==> src/hdl/c5s_pkg.sv <==
package c5s_pkg;

   // Geometry
   localparam int KERNEL_SIZE = 5;
   localparam int LINES       = KERNEL_SIZE - 1;
   localparam int MAX_WIDTH   = 1024;
   localparam int MAX_HEIGHT  = 4096;
   localparam int MAX_STRIDE  = 8;
   localparam int LINE_AW     = $clog2(MAX_WIDTH);
   localparam int LANE_W      = $clog2(LINES);

   // Field and datapath widths
   localparam int PIX_W       = 16;
   localparam int COEF_W      = 12;
   localparam int KROW_W      = KERNEL_SIZE * COEF_W;
   localparam int FW_W        = 11;
   localparam int FH_W        = 13;
   localparam int STRIDE_W    = 4;
   localparam int COL_W       = 10;
   localparam int XCOL_W      = 11;
   localparam int ROW_W       = 13;
   localparam int VALUE_W     = 18;
   localparam int OROW_W      = 12;
   localparam int OCOL_W      = 10;
   localparam int PROD_W      = PIX_W + 1 + COEF_W;
   localparam int RSUM_W      = PROD_W + 3;
   localparam int ACC_W       = RSUM_W + 2;
   localparam int MAG_W       = 32;
   localparam int QUO_W       = VALUE_W - 1;
   localparam int CSR_AW      = 3;

   // Centre offset
   localparam int HALF        = KERNEL_SIZE / 2;

   // Division of a small index by the stride: x * ceil(2^20 / s) >> 20
   localparam int RECIP_W     = 21;
   localparam int RECIP_SHIFT = 20;

   // Scaling by 1/25 then >>10, done as floor(floor(mag / 256) / 100)
   localparam int SCALE_DIV    = 25 * 1024;
   localparam int SCALE_DIV_W  = 15;
   localparam int ROUND_LIMIT  = 25;
   localparam int PRE_SHIFT    = 8;
   localparam int DIV100_RECIP = 21474837;
   localparam int DIV100_W     = 25;
   localparam int DIV100_SHIFT = 31;

   // Result queue
   localparam int FIFO_DEPTH  = 16;
   localparam int FIFO_AW     = $clog2(FIFO_DEPTH);
   localparam int FIFO_CW     = FIFO_AW + 1;

   typedef enum logic [CSR_AW-1:0] {
      CSR_FRAME_WIDTH  = 3'd0,
      CSR_FRAME_HEIGHT = 3'd1,
      CSR_STRIDE       = 3'd2,
      CSR_KERNEL_ROW_0 = 3'd3,
      CSR_KERNEL_ROW_1 = 3'd4,
      CSR_KERNEL_ROW_2 = 3'd5,
      CSR_KERNEL_ROW_3 = 3'd6,
      CSR_KERNEL_ROW_4 = 3'd7
   } csr_index_type;

   typedef logic [PIX_W-1:0] pixel_type;

   // One step of the window pipeline: a pixel request or a right-edge flush column
   typedef struct packed {
      logic              valid;
      logic              item;
      logic              col_zero;
      logic [LANE_W-1:0] row_lane;
      logic [LINES-1:0]  line_ok;
      pixel_type         pixel;
   } step_type;

   typedef struct packed {
      logic signed [VALUE_W-1:0] value;
      logic [OROW_W-1:0]         out_row;
      logic [OCOL_W-1:0]         out_col;
      logic                      last;
   } result_type;

   function automatic logic [RECIP_W-1:0] stride_recip(input logic [STRIDE_W-1:0] s);
      logic [RECIP_W-1:0] r;
      unique case (s)
         4'd2:    r = 21'd524288;
         4'd3:    r = 21'd349526;
         4'd4:    r = 21'd262144;
         4'd5:    r = 21'd209716;
         4'd6:    r = 21'd174763;
         4'd7:    r = 21'd149797;
         4'd8:    r = 21'd131072;
         default: r = 21'd1048576;
      endcase
      return r;
   endfunction

endpackage

==> src/hdl/c5s_rsp_fifo.sv <==
module c5s_rsp_fifo
   import c5s_pkg::*;
(
   input  logic       clock,
   input  logic       reset,
   input  logic       push,
   input  result_type push_data,
   output logic       out_valid,
   input  logic       out_ready,
   output result_type out_data
);

   result_type           fifo_ff [FIFO_DEPTH];
   logic [FIFO_AW-1:0]   wr_ptr_ff;
   logic [FIFO_AW-1:0]   rd_ptr_ff;
   logic [FIFO_CW-1:0]   count_ff;
   logic                 pop;

   assign out_valid = count_ff != '0;
   assign out_data  = fifo_ff[rd_ptr_ff];
   assign pop       = out_valid && out_ready;

   // Storage
   always_ff @(posedge clock) begin
      if (push) begin
         fifo_ff[wr_ptr_ff] <= push_data;
      end
   end

   // Pointers and fill level
   always_ff @(posedge clock) begin
      if (reset) begin
         wr_ptr_ff <= '0;
         rd_ptr_ff <= '0;
         count_ff  <= '0;
      end else begin
         if (push) wr_ptr_ff <= wr_ptr_ff + 1'b1;
         if (pop)  rd_ptr_ff <= rd_ptr_ff + 1'b1;
         count_ff <= count_ff + FIFO_CW'(push) - FIFO_CW'(pop);
      end
   end

endmodule

==> config.mk <==
export PLATFORM = sky130hd
export DESIGN_NAME = c5s_rsp_fifo
export DESIGN_NICKNAME = d
export VERILOG_FILES = /design/src/hdl/c5s_pkg.sv /design/src/hdl/c5s_rsp_fifo.sv
export SDC_FILE = /design/constraint.sdc
export NUM_CORES = 1
export LEC_CHECK = 0
export BUFFER_PORTS_ARGS = -buffer_cell sky130_fd_sc_hd__buf_4
export CORE_UTILIZATION = 61
export CTS_BUF_LIST = sky130_fd_sc_hd__clkbuf_16
export DETAILED_ROUTE_END_ITERATION = 12
export HOLD_SLACK_MARGIN = 0.1
export PLACE_DENSITY = 0.79
export RECOVER_POWER = 100
export SYNTH_ARGS = -nofsm -noshare
export SYNTH_HDL_FRONTEND = slang
export SYNTH_SLANG_ARGS = --single-unit
==> constraint.sdc <==
create_clock -name clock -period 3.93 [get_ports clock]
set_input_delay 0.5895 -clock clock [delete_from_list [all_inputs] [get_ports clock]]
set_output_delay 0.5895 -clock clock [all_outputs]
set_load 0.05 [all_outputs]
==> results_dict.tcl, run 1 <==
set metrics [dict create \
    pwr_density_cell_mw_per_mm2 609 \
    tightest_slew_ns 2.36 \
    top_usage_layer "met2" \
    place_hpwl_mm 27.1 \
    cts_setup_buffers 0 \
    regArea_mm2 0.0200 \
    dieWidth_um 206 \
    grt_pass1_wl_mm 80.4 \
    ff2ff_setup_slack_ns 0.42 \
    syn-num-nets 1160 \
    finalSetupTns_ns 0 \
    arrival_ns 2.97 \
    met2_usage_pct 43.9 \
    synth_area_mm2 0.0254 \
    clock_path_buffers 3 \
    clk_pin_slew_ns 0.06 \
    finalPower_mw 17.3 \
    cts_buffers 61 \
    cts_resized 0 \
    synth_top_family_by_area "multiplexers" \
    yosysWarnings 0 \
    synth_ff_type "edfxtp_1" \
    track_usage_pct 27.1 \
    r2r_cells 3 \
    crit_fanout 19 \
    ctsHoldBuffers 0 \
    syn_avg_cell_area_um2 23.0 \
    pin_count 87 \
    grt_antenna_before_repair 4 \
    fp-row-count 74 \
    cts-root-buf "clkbuf_16" \
    hold_path_class "in -> reg" \
    r2r-start "wr_ptr_ff[2]" \
    fin_nets 1288 \
    synth_top_cell_area_share_pct 77.7 \
    grt_util_met3_pct 5.19 \
    whs_path_depth 2 \
    synthSimpleGateAreaFrac_pct 1.64 \
    yosysTopAreaCell "edfxtp_1" \
    setup_viol 0 \
    rsz0062_at_grt "no" \
    synth_area_leaders "edfxtp_1, mux4_2, a22oi_1, dfxtp_1, nand2_1" \
    final_area_mm2 0.0284 \
    maxSlewViolCount 291 \
    period_needed_ns 3.56 \
    htree_levels 2 \
    multiInputGateArea_mm2 0.00503 \
    dpl_cell_area_mm2 0.0269 \
    required_ns 3.34 \
    relSlewSlack_pct -57.3 \
    port_buffers 86 \
    finalCritPeriodShare_pct 90.7 \
    r2r_end "fifo_ff[1][34]" \
    hold_viol 0 \
    drc 0 \
    area_growth_pct 12.2 \
    synthTopCellsByCount "edfxtp_1, mux4_2, a22oi_1" \
    fill_cells 2440 \
    violations "capacitance limit, slew limit" \
    clock_skew_ns 0.0277 \
    grt_max_degree 45 \
    gp_congestion 0.749 \
    hold_end "count_ff[3]" \
    initial_core_util_pct 62.0 \
    synth-async-reset-ratio_pct 0 \
    cts_tree "built" \
    finalWirelength_mm 55.4 \
    netlist_instances 1103 \
    drv_cap 9 \
    synth_xor_area_share_pct 0.311 \
    synthMuxAreaShare_pct 14.6 \
    setup.worst_path.end_class "output port" \
    insertion_delay_ns 0.63 \
    min_from "reset" \
    drtAntennaViolNets 0 \
    critPathLaunchType "flip-flop" \
    drt_iter0_drc 1527 \
    drt-wirelength-per-cell_um 30.6 \
    drive_gt1_share_pct 24.2 \
    synth_most_common_cell "edfxtp_1" \
    gr-total-overflow 0 \
    num_vias 12000 \
    fmax_ghz 0.281 \
    criticalPathCategory "reg -> out" \
    yosysSeqAreaShare_pct 79.0 \
    status "finished, violations left" \
    grt_pass1_vias 12400 \
    placed_cells 1700 \
    final_cells 1813 \
    ys_ff_latch 673 \
    yosys.area_share.adder_pct 0.622 \
    die-area_mm2 0.0424 \
    die_height_um 206 \
    use_met1_pct 37.9 \
    coreArea_mm2 0.0409 \
    synth_cell_type_count 28 \
    synth_compound_area_share_pct 2.56 \
    leakagePower_nw 8.89 \
    via_per_inst 6.63 \
    dr.pass1.iters 5 \
    synth_edf_count 656 \
    ir_worst_vdd_mv 0.423 \
    cts.sinks 673 \
]
==> logic make-up after synthesis <==
kind of cell / after synthesis
xor+xnor: 9
buf+inv: 67
compound gates: 88
fa+ha+maj: 12
simple gates: 89
flops: 673
mux: 165
==> final cells by class <==
type | count | area share [%]
diodes | 2 | 0.0176
clock buffers | 63 | 5.54
clock inverters | 48 | 1.37
inverters | 9 | 0.119
multi-input cells | 363 | 17.7
flip-flops and latches | 673 | 70.5
well taps | 532 | 2.34
repair buffers | 123 | 2.43
==> how the worst max path moves through the flow <==
| stage | start | endpoint | slack, ns | cells past startpoint |
|---|---|---|---|---|
| 2_1_floorplan | count_ff[3] | count_ff[4] | 0.79 | 14 |
| 3_3_place_gp | count_ff[3] | count_ff[4] | 1.02 | 13 |
| 3_5_place_dp | count_ff[2] | count_ff[4] | 0.94 | 13 |
| 4_1_cts | flip-flop | out_data[37] | 0.43 | 5 |
| 5_1_grt | flip-flop | out_data[40] | 0.29 | 5 |
| 6_report | flip-flop | out_data[40] | 0.37 | 5 |
==> cells in the final DEF (no fill, tap or decap), types with 7 or more instances in the layout <==
cell type	n
a22oi_1	82
mux4_2	164
bufinv_16	7
inv_1	22
clkinv_1	15
buf_4	18
edfxtp_1	656
nand2_1	45
clkbuf_2	26
dfxtp_1	15
clkinv_2	10
clkbuf_16	63
buf_12	8
ha_1	11
clkbuf_1	70
nor2_1	12
and2_0	11
==> flip-flops by register name (all words and copies together) (netlist names), named ones only <==
name       cells
count_ff       5
wr_ptr_ff      4
rd_ptr_ff      4
fifo_ff      656
==> report_power, final <==
| part | internal [mW] | switching [mW] | total [mW] |
|---|---|---|---|
| logic | 1.42 | 1.88 | 3.31 |
| registers | 8.01 | 0.136 | 8.14 |
| clock network | 3.34 | 2.52 | 5.86 |
| total | 12.8 | 4.54 | 17.3 |
==> per-stage QoR <==
step	util (%)	setup WS, ns	hold slack (ns)
floorplan	-	0.793	0.455
global placement	65.6	1.02	0.479
detailed placement	65.6	0.943	0.511
CTS	70.4	0.430	0.227
global route	69.5	0.291	0.248
finish	69.5	0.366	0.257
==> worst max-delay path: stages, from the launching register on <==
cell and delay [ns]:
dfxtp_1 0.46, nor2b_4 0.75, buf_4 0.37, a22oi_1 0.11, nand2_1 0.18, clkbuf_1 0.49
==> routing by layer <==
metal  routed length, um  share of wire [%]
met1               20900                 38
met2               27800                 50
met3                5240                9.5
met4                1410                2.6
met5                  27              0.049
Note: power is estimated with default switching activity, not from simulation.
==> run 2: changes to the inputs <==
Settings changed: CTS_BUF_LIST sky130_fd_sc_hd__clkbuf_16 to unset, PLACE_DENSITY 0.79 to 0.85.
==> run 2 against run 1 <==
Compared with the run above:
- the run still ends with capacitance limit, slew limit left
- wire length increased by 11%
- combinational power is 2% higher
- critical path depth shrank 1
- flip-flop and latch count did not move
- first-iteration DRC count up 24%
- via count up 5.4%
- sequential share of layout area fell by 0.38 points
- worst setup slack got worse by 0.052 ns
- fmax down 1.4%
- design area rose by 0.54%
- critical endpoint is now fifo_ff[8][13]
- largest cell class unchanged
- highest routed layer unchanged
==> results_dict.tcl, run 2 (same netlist as run 1, synthesis figures left out) <==
set metrics [dict create \
    hold_path_class "in -> reg" \
    fin_nets 1298 \
    pin_count 87 \
    min_from "reset" \
    finalWirelength_mm 61.7 \
    relSlewSlack_pct -57.5 \
    track_usage_pct 30.4 \
    cts.sinks 673 \
    r2r_cells 4 \
    dieWidth_um 206 \
    critPathLaunchType "flip-flop" \
    rsz0062_at_grt "no" \
    finalCritPeriodShare_pct 92.0 \
    drt-wirelength-per-cell_um 33.8 \
    dpl_cell_area_mm2 0.0269 \
    leakagePower_nw 8.89 \
    ir_worst_vdd_mv 0.394 \
    coreArea_mm2 0.0409 \
    violations "capacitance limit, slew limit" \
    cts_buffers 66 \
    htree_levels 3 \
    fill_cells 2292 \
    grt_pass1_vias 13300 \
    drc 0 \
    final_common_cell "edfxtp_1" \
    via_per_inst 6.95 \
    gp_congestion 0.725 \
    insertion_delay_ns 0.60 \
    tightest_slew_ns 2.36 \
    drive_gt1_share_pct 24.4 \
    regArea_mm2 0.0200 \
    hold_end "wr_ptr_ff[0]" \
    final_util_pct 69.9 \
    largest_reg_flops 656 \
    r2r-start "wr_ptr_ff[0]" \
    cts_resized 0 \
    clock_path_buffers 3 \
    ff2ff_setup_slack_ns 0.31 \
    criticalPathCategory "reg -> reg" \
    crit_fanout 21 \
    whs_path_depth 2 \
    setup_viol 0 \
    setup.worst_path.end_class "flip-flop" \
    grt_max_degree 46 \
    maxSlewViolCount 329 \
    final_cell_mix "edfxtp_1, mux4_2, clkbuf_1, a22oi_1, clkbuf_16" \
    area_growth_pct 12.8 \
    hold_viol 0 \
    cts-root-buf "clkbuf_16" \
    place_hpwl_mm 30.0 \
    holdWs_ns 0.279 \
    arrival_ns 3.82 \
    num_vias 12700 \
    fp-row-count 74 \
    dr.pass1.iters 6 \
    grt_pass1_wl_mm 88.8 \
    period_needed_ns 3.62 \
    die_height_um 206 \
    drtAntennaViolNets 0 \
    r2r_end "fifo_ff[8][13]" \
    initial_core_util_pct 62.0 \
    grt_antenna_before_repair 5 \
    clock_skew_ns 0.0161 \
    ctsHoldBuffers 0 \
    gr-total-overflow 0 \
    multiInputGateArea_mm2 0.00503 \
    finalPower_mw 17.7 \
    drt_iter0_drc 1894 \
    cts_setup_buffers 0 \
    die-area_mm2 0.0424 \
    cts_tree "built" \
    clk_pin_slew_ns 0.06 \
    final_area_mm2 0.0286 \
    largestRegisters "fifo_ff x656, count_ff x5" \
    required_ns 4.14 \
    port_buffers 86 \
    pwr_density_cell_mw_per_mm2 619 \
    drv_cap 15 \
    status "finished, violations left" \
    finalSetupTns_ns 0 \
    top_register "fifo_ff" \
    fmax_ghz 0.277 \
]
run 2: cell types whose count changed in the layout (fill, tap and decap cells not counted), moves of 3 or more:
cell,delta
and2_0,+3
and2_2,-3
buf_12,+3
bufinv_16,-4
clkbuf_1,+18
clkbuf_16,+8
clkbuf_2,-3
inv_1,-13
run 2: cell type report:
cell class | instances | area share (%)
well taps | 532 | 2.33
flip-flops and latches | 673 | 70.1
inverters | 9 | 0.118
multi-input cells | 363 | 17.6
clock buffers | 85 | 6.40
clock inverters | 30 | 0.770
repair buffers | 128 | 2.67
diodes | 3 | 0.0263
run 2: stage by stage:
stage | worst slack, ns | cells
after floorplan | 0.793 | 1103
after global placement | 1.03 | 1705
after detailed placement | 0.951 | 1705
after CTS | 0.430 | 1820
after global routing | 0.164 | 1820
final | 0.314 | 1823
run 2: critical path, stage by stage (launching register included):
cell      delay [ns]
dfxtp_1         0.36
inv_1           0.11
ha_1            0.22
and2_0          1.76
clkbuf_1        0.77
run 2: power breakdown:
group	switching, mW	total [mW]	leakage, nW	internal, mW
Combinational	1.94	3.39	1.83	1.45
Clock	2.65	6.14	0.998	3.48
Sequential	0.158	8.17	6.07	8.01
Total	4.75	17.7	8.89	12.9
run 2: metal layers:
metal	wire (um)	track usage (%)	up-vias	share of wire, %
met3	7000	7.87	180	11
li1	-	-	4943	-
met5	46	0	-	0.075
met4	2330	13.1	6	3.8
met2	31100	48.8	986	50
met1	21200	39.8	6560	34
run 2: how the worst max path moves through the flow:
stage | from | end | cells past startpoint
detailed placement | count_ff[3] | count_ff[4] | 13
global route | flip-flop | out_data[32] | 5
floorplan | count_ff[3] | count_ff[4] | 14
finish | wr_ptr_ff[0] | fifo_ff[8][13] | 4
global placement | count_ff[3] | count_ff[4] | 13
CTS | flip-flop | out_data[0] | 5
==> run 3: changes to the inputs <==
Settings changed: CORE_UTILIZATION 61 to 64, CTS_BUF_LIST set to sky130_fd_sc_hd__clkbuf_2 sky130_fd_sc_hd__clkbuf_4 sky130_fd_sc_hd__clkbuf_8, PLACE_DENSITY 0.85 to 0.88.
==> run 3 against run 2 <==
Compared with the run above:
- the run still ends with capacitance limit, slew limit left
- via count shrank 0.68%
- clock power shrank 9.8%
- die area shrank 4.6%
- highest routed layer is now met4
- sequential power is essentially flat
- worst setup slack lost 0.14 ns
- final cell count grew 2.7%
- flip-flop and latch count is the same
- critical path depth shrank 1
- combinational power is essentially flat
- worst hold slack lost 0.085 ns
- global-route usage shrank 1.0 points
==> results_dict.tcl, run 3 (same netlist as run 1, synthesis figures left out) <==
set metrics [dict create \
    r2r_end "fifo_ff[0][39]" \
    pin_count 87 \
    whs_path_depth 2 \
    final_area_mm2 0.0284 \
    finalWirelength_mm 57.9 \
    drt-wirelength-per-cell_um 30.9 \
    grt_antenna_before_repair 3 \
    dr.pass1.iters 5 \
    hold_end "wr_ptr_ff[0]" \
    largest_reg_flops 656 \
    critPathLaunchType "flip-flop" \
    place_hpwl_mm 31.0 \
    cts_buffers 100 \
    pwr_density_cell_mw_per_mm2 600 \
    cts_tree "built" \
    via_per_inst 6.72 \
    cts_resized 0 \
    setup_viol 0 \
    fmax_ghz 0.267 \
    worstPathCellList "nor3b_1 -> and2_0 -> clkbuf_2" \
    cts_setup_buffers 0 \
    fill_cells 1998 \
    fin_nets 1334 \
    criticalPathCategory "reg -> reg" \
    grt_max_degree 55 \
    status "finished, violations left" \
    cpLargestDelayFamily "simple AND/OR/NAND/NOR gates" \
    finalPower_mw 17.0 \
    finalSetupTns_ns 0 \
    relSlewSlack_pct -78.4 \
    drt_iter0_drc 1612 \
    hold_path_class "in -> reg" \
    final_cells 1873 \
    drv_cap 14 \
    crit_fanout 25 \
    gr-total-overflow 0 \
    top_register "fifo_ff" \
    final_util_pct 73.2 \
    initial_core_util_pct 65.3 \
    required_ns 4.18 \
    final_common_cell "edfxtp_1" \
    coreArea_mm2 0.0388 \
    drtAntennaViolNets 0 \
    ir_worst_vdd_mv 0.372 \
    dpl_cell_area_mm2 0.0268 \
    cts-root-buf "clkbuf_8" \
    dieWidth_um 201 \
    drc 0 \
    leakagePower_nw 8.95 \
    area_growth_pct 12.0 \
    worst-path-stages 3 \
    min_from "reset" \
    cts.sinks 673 \
    largestRegisters "fifo_ff x656, count_ff x5" \
    die-area_mm2 0.0404 \
    fp-row-count 72 \
    grt_pass1_wl_mm 84.3 \
    period_needed_ns 3.75 \
    tightest_slew_ns 2.68 \
    r2r-start "wr_ptr_ff[2]" \
    clock_path_buffers 3 \
    gp_congestion 0.745 \
    slowest_stage "and2_0" \
    insertion_delay_ns 0.68 \
    grt_pass1_vias 13300 \
    htree_levels 3 \
    track_usage_pct 29.3 \
    clk_pin_slew_ns 0.07 \
    cp.buffers_inverters 1 \
    maxSlewViolCount 299 \
    violations "capacitance limit, slew limit" \
    finalCritPeriodShare_pct 95.5 \
    hold_viol 0 \
    r2r_cells 3 \
    setup.worst_path.end_class "flip-flop" \
    rsz0062_at_grt "no" \
    final_cell_mix "edfxtp_1, mux4_2, clkbuf_8, a22oi_1, clkbuf_1" \
    port_buffers 86 \
    num_vias 12600 \
    ctsHoldBuffers 0 \
    cp_slowest_stage_delay_ns 1.43 \
    placed_cells 1693 \
    clock_skew_ns 0.0624 \
    arrival_ns 4.00 \
    drive_gt1_share_pct 29.2 \
    die_height_um 201 \
    ff2ff_setup_slack_ns 0.18 \
]
[run 3: changes by cell type in the layout (fill, tap and decap cells not counted), moves of 2 or more]
cell	previous run	this run
and2_0	14	16
clkbuf_2	23	38
and2_2	3	1
clkbuf_8	0	107
buf_4	20	26
clkbuf_4	0	32
clkbuf_16	71	0
clkbuf_1	88	59
buf_12	11	5
clkinv_1	13	24
[run 3: power breakdown]
| part | internal [mW] | leakage (nW) | switching, mW | total [mW] |
|---|---|---|---|---|
| Sequential | 8.01 | 6.07 | 0.131 | 8.14 |
| Clock | 2.93 | 1.03 | 2.61 | 5.54 |
| Combinational | 1.44 | 1.85 | 1.91 | 3.36 |
| Total | 12.4 | 8.95 | 4.66 | 17.0 |
[run 3: cell type report]
class / instances / area [um2] / share of cell area [%]
clock buffer: 138 / 1710 / 6.00
inverter: 9 / 33.8 / 0.119
sequential: 673 / 20000 / 70.5
timing repair buffer: 130 / 719 / 2.53
antenna: 2 / 5.00 / 0.0176
clock inverter: 40 / 233 / 0.819
tap: 518 / 648 / 2.28
multi-input combinational: 363 / 5030 / 17.7
[run 3: routing by layer]
metal	up-vias	wire [um]	global-route usage (%)
met5	-	0	0
met4	0	2020	13.1
met3	155	5860	5.68
met2	947	29700	48.8
met1	6461	20300	38.1
li1	5026	-	-
[run 3: worst reg2reg max path: stages (launching register included)]
cell and delay (ns):
dfxtp_1 0.37, nor3b_1 0.55, and2_0 1.43, clkbuf_2 0.97
[run 3: worst max-delay path by stage]
stage	start	to	slack, ns
floorplan	count_ff[3]	count_ff[4]	0.79
global placement	count_ff[3]	count_ff[4]	1.02
detailed placement	count_ff[2]	count_ff[4]	0.94
CTS	flip-flop	out_data[31]	0.26
global route	flip-flop	out_data[31]	0.08
finish	wr_ptr_ff[2]	fifo_ff[0][39]	0.18
[run 3: stage by stage]
| step | hold WS (ns) | setup slack, ns |
|---|---|---|
| floorplan | 0.455 | 0.793 |
| global placement | 0.486 | 1.02 |
| detailed placement | 0.485 | 0.940 |
| CTS | 0.165 | 0.258 |
| global route | 0.195 | 0.0811 |
| finish | 0.195 | 0.179 |
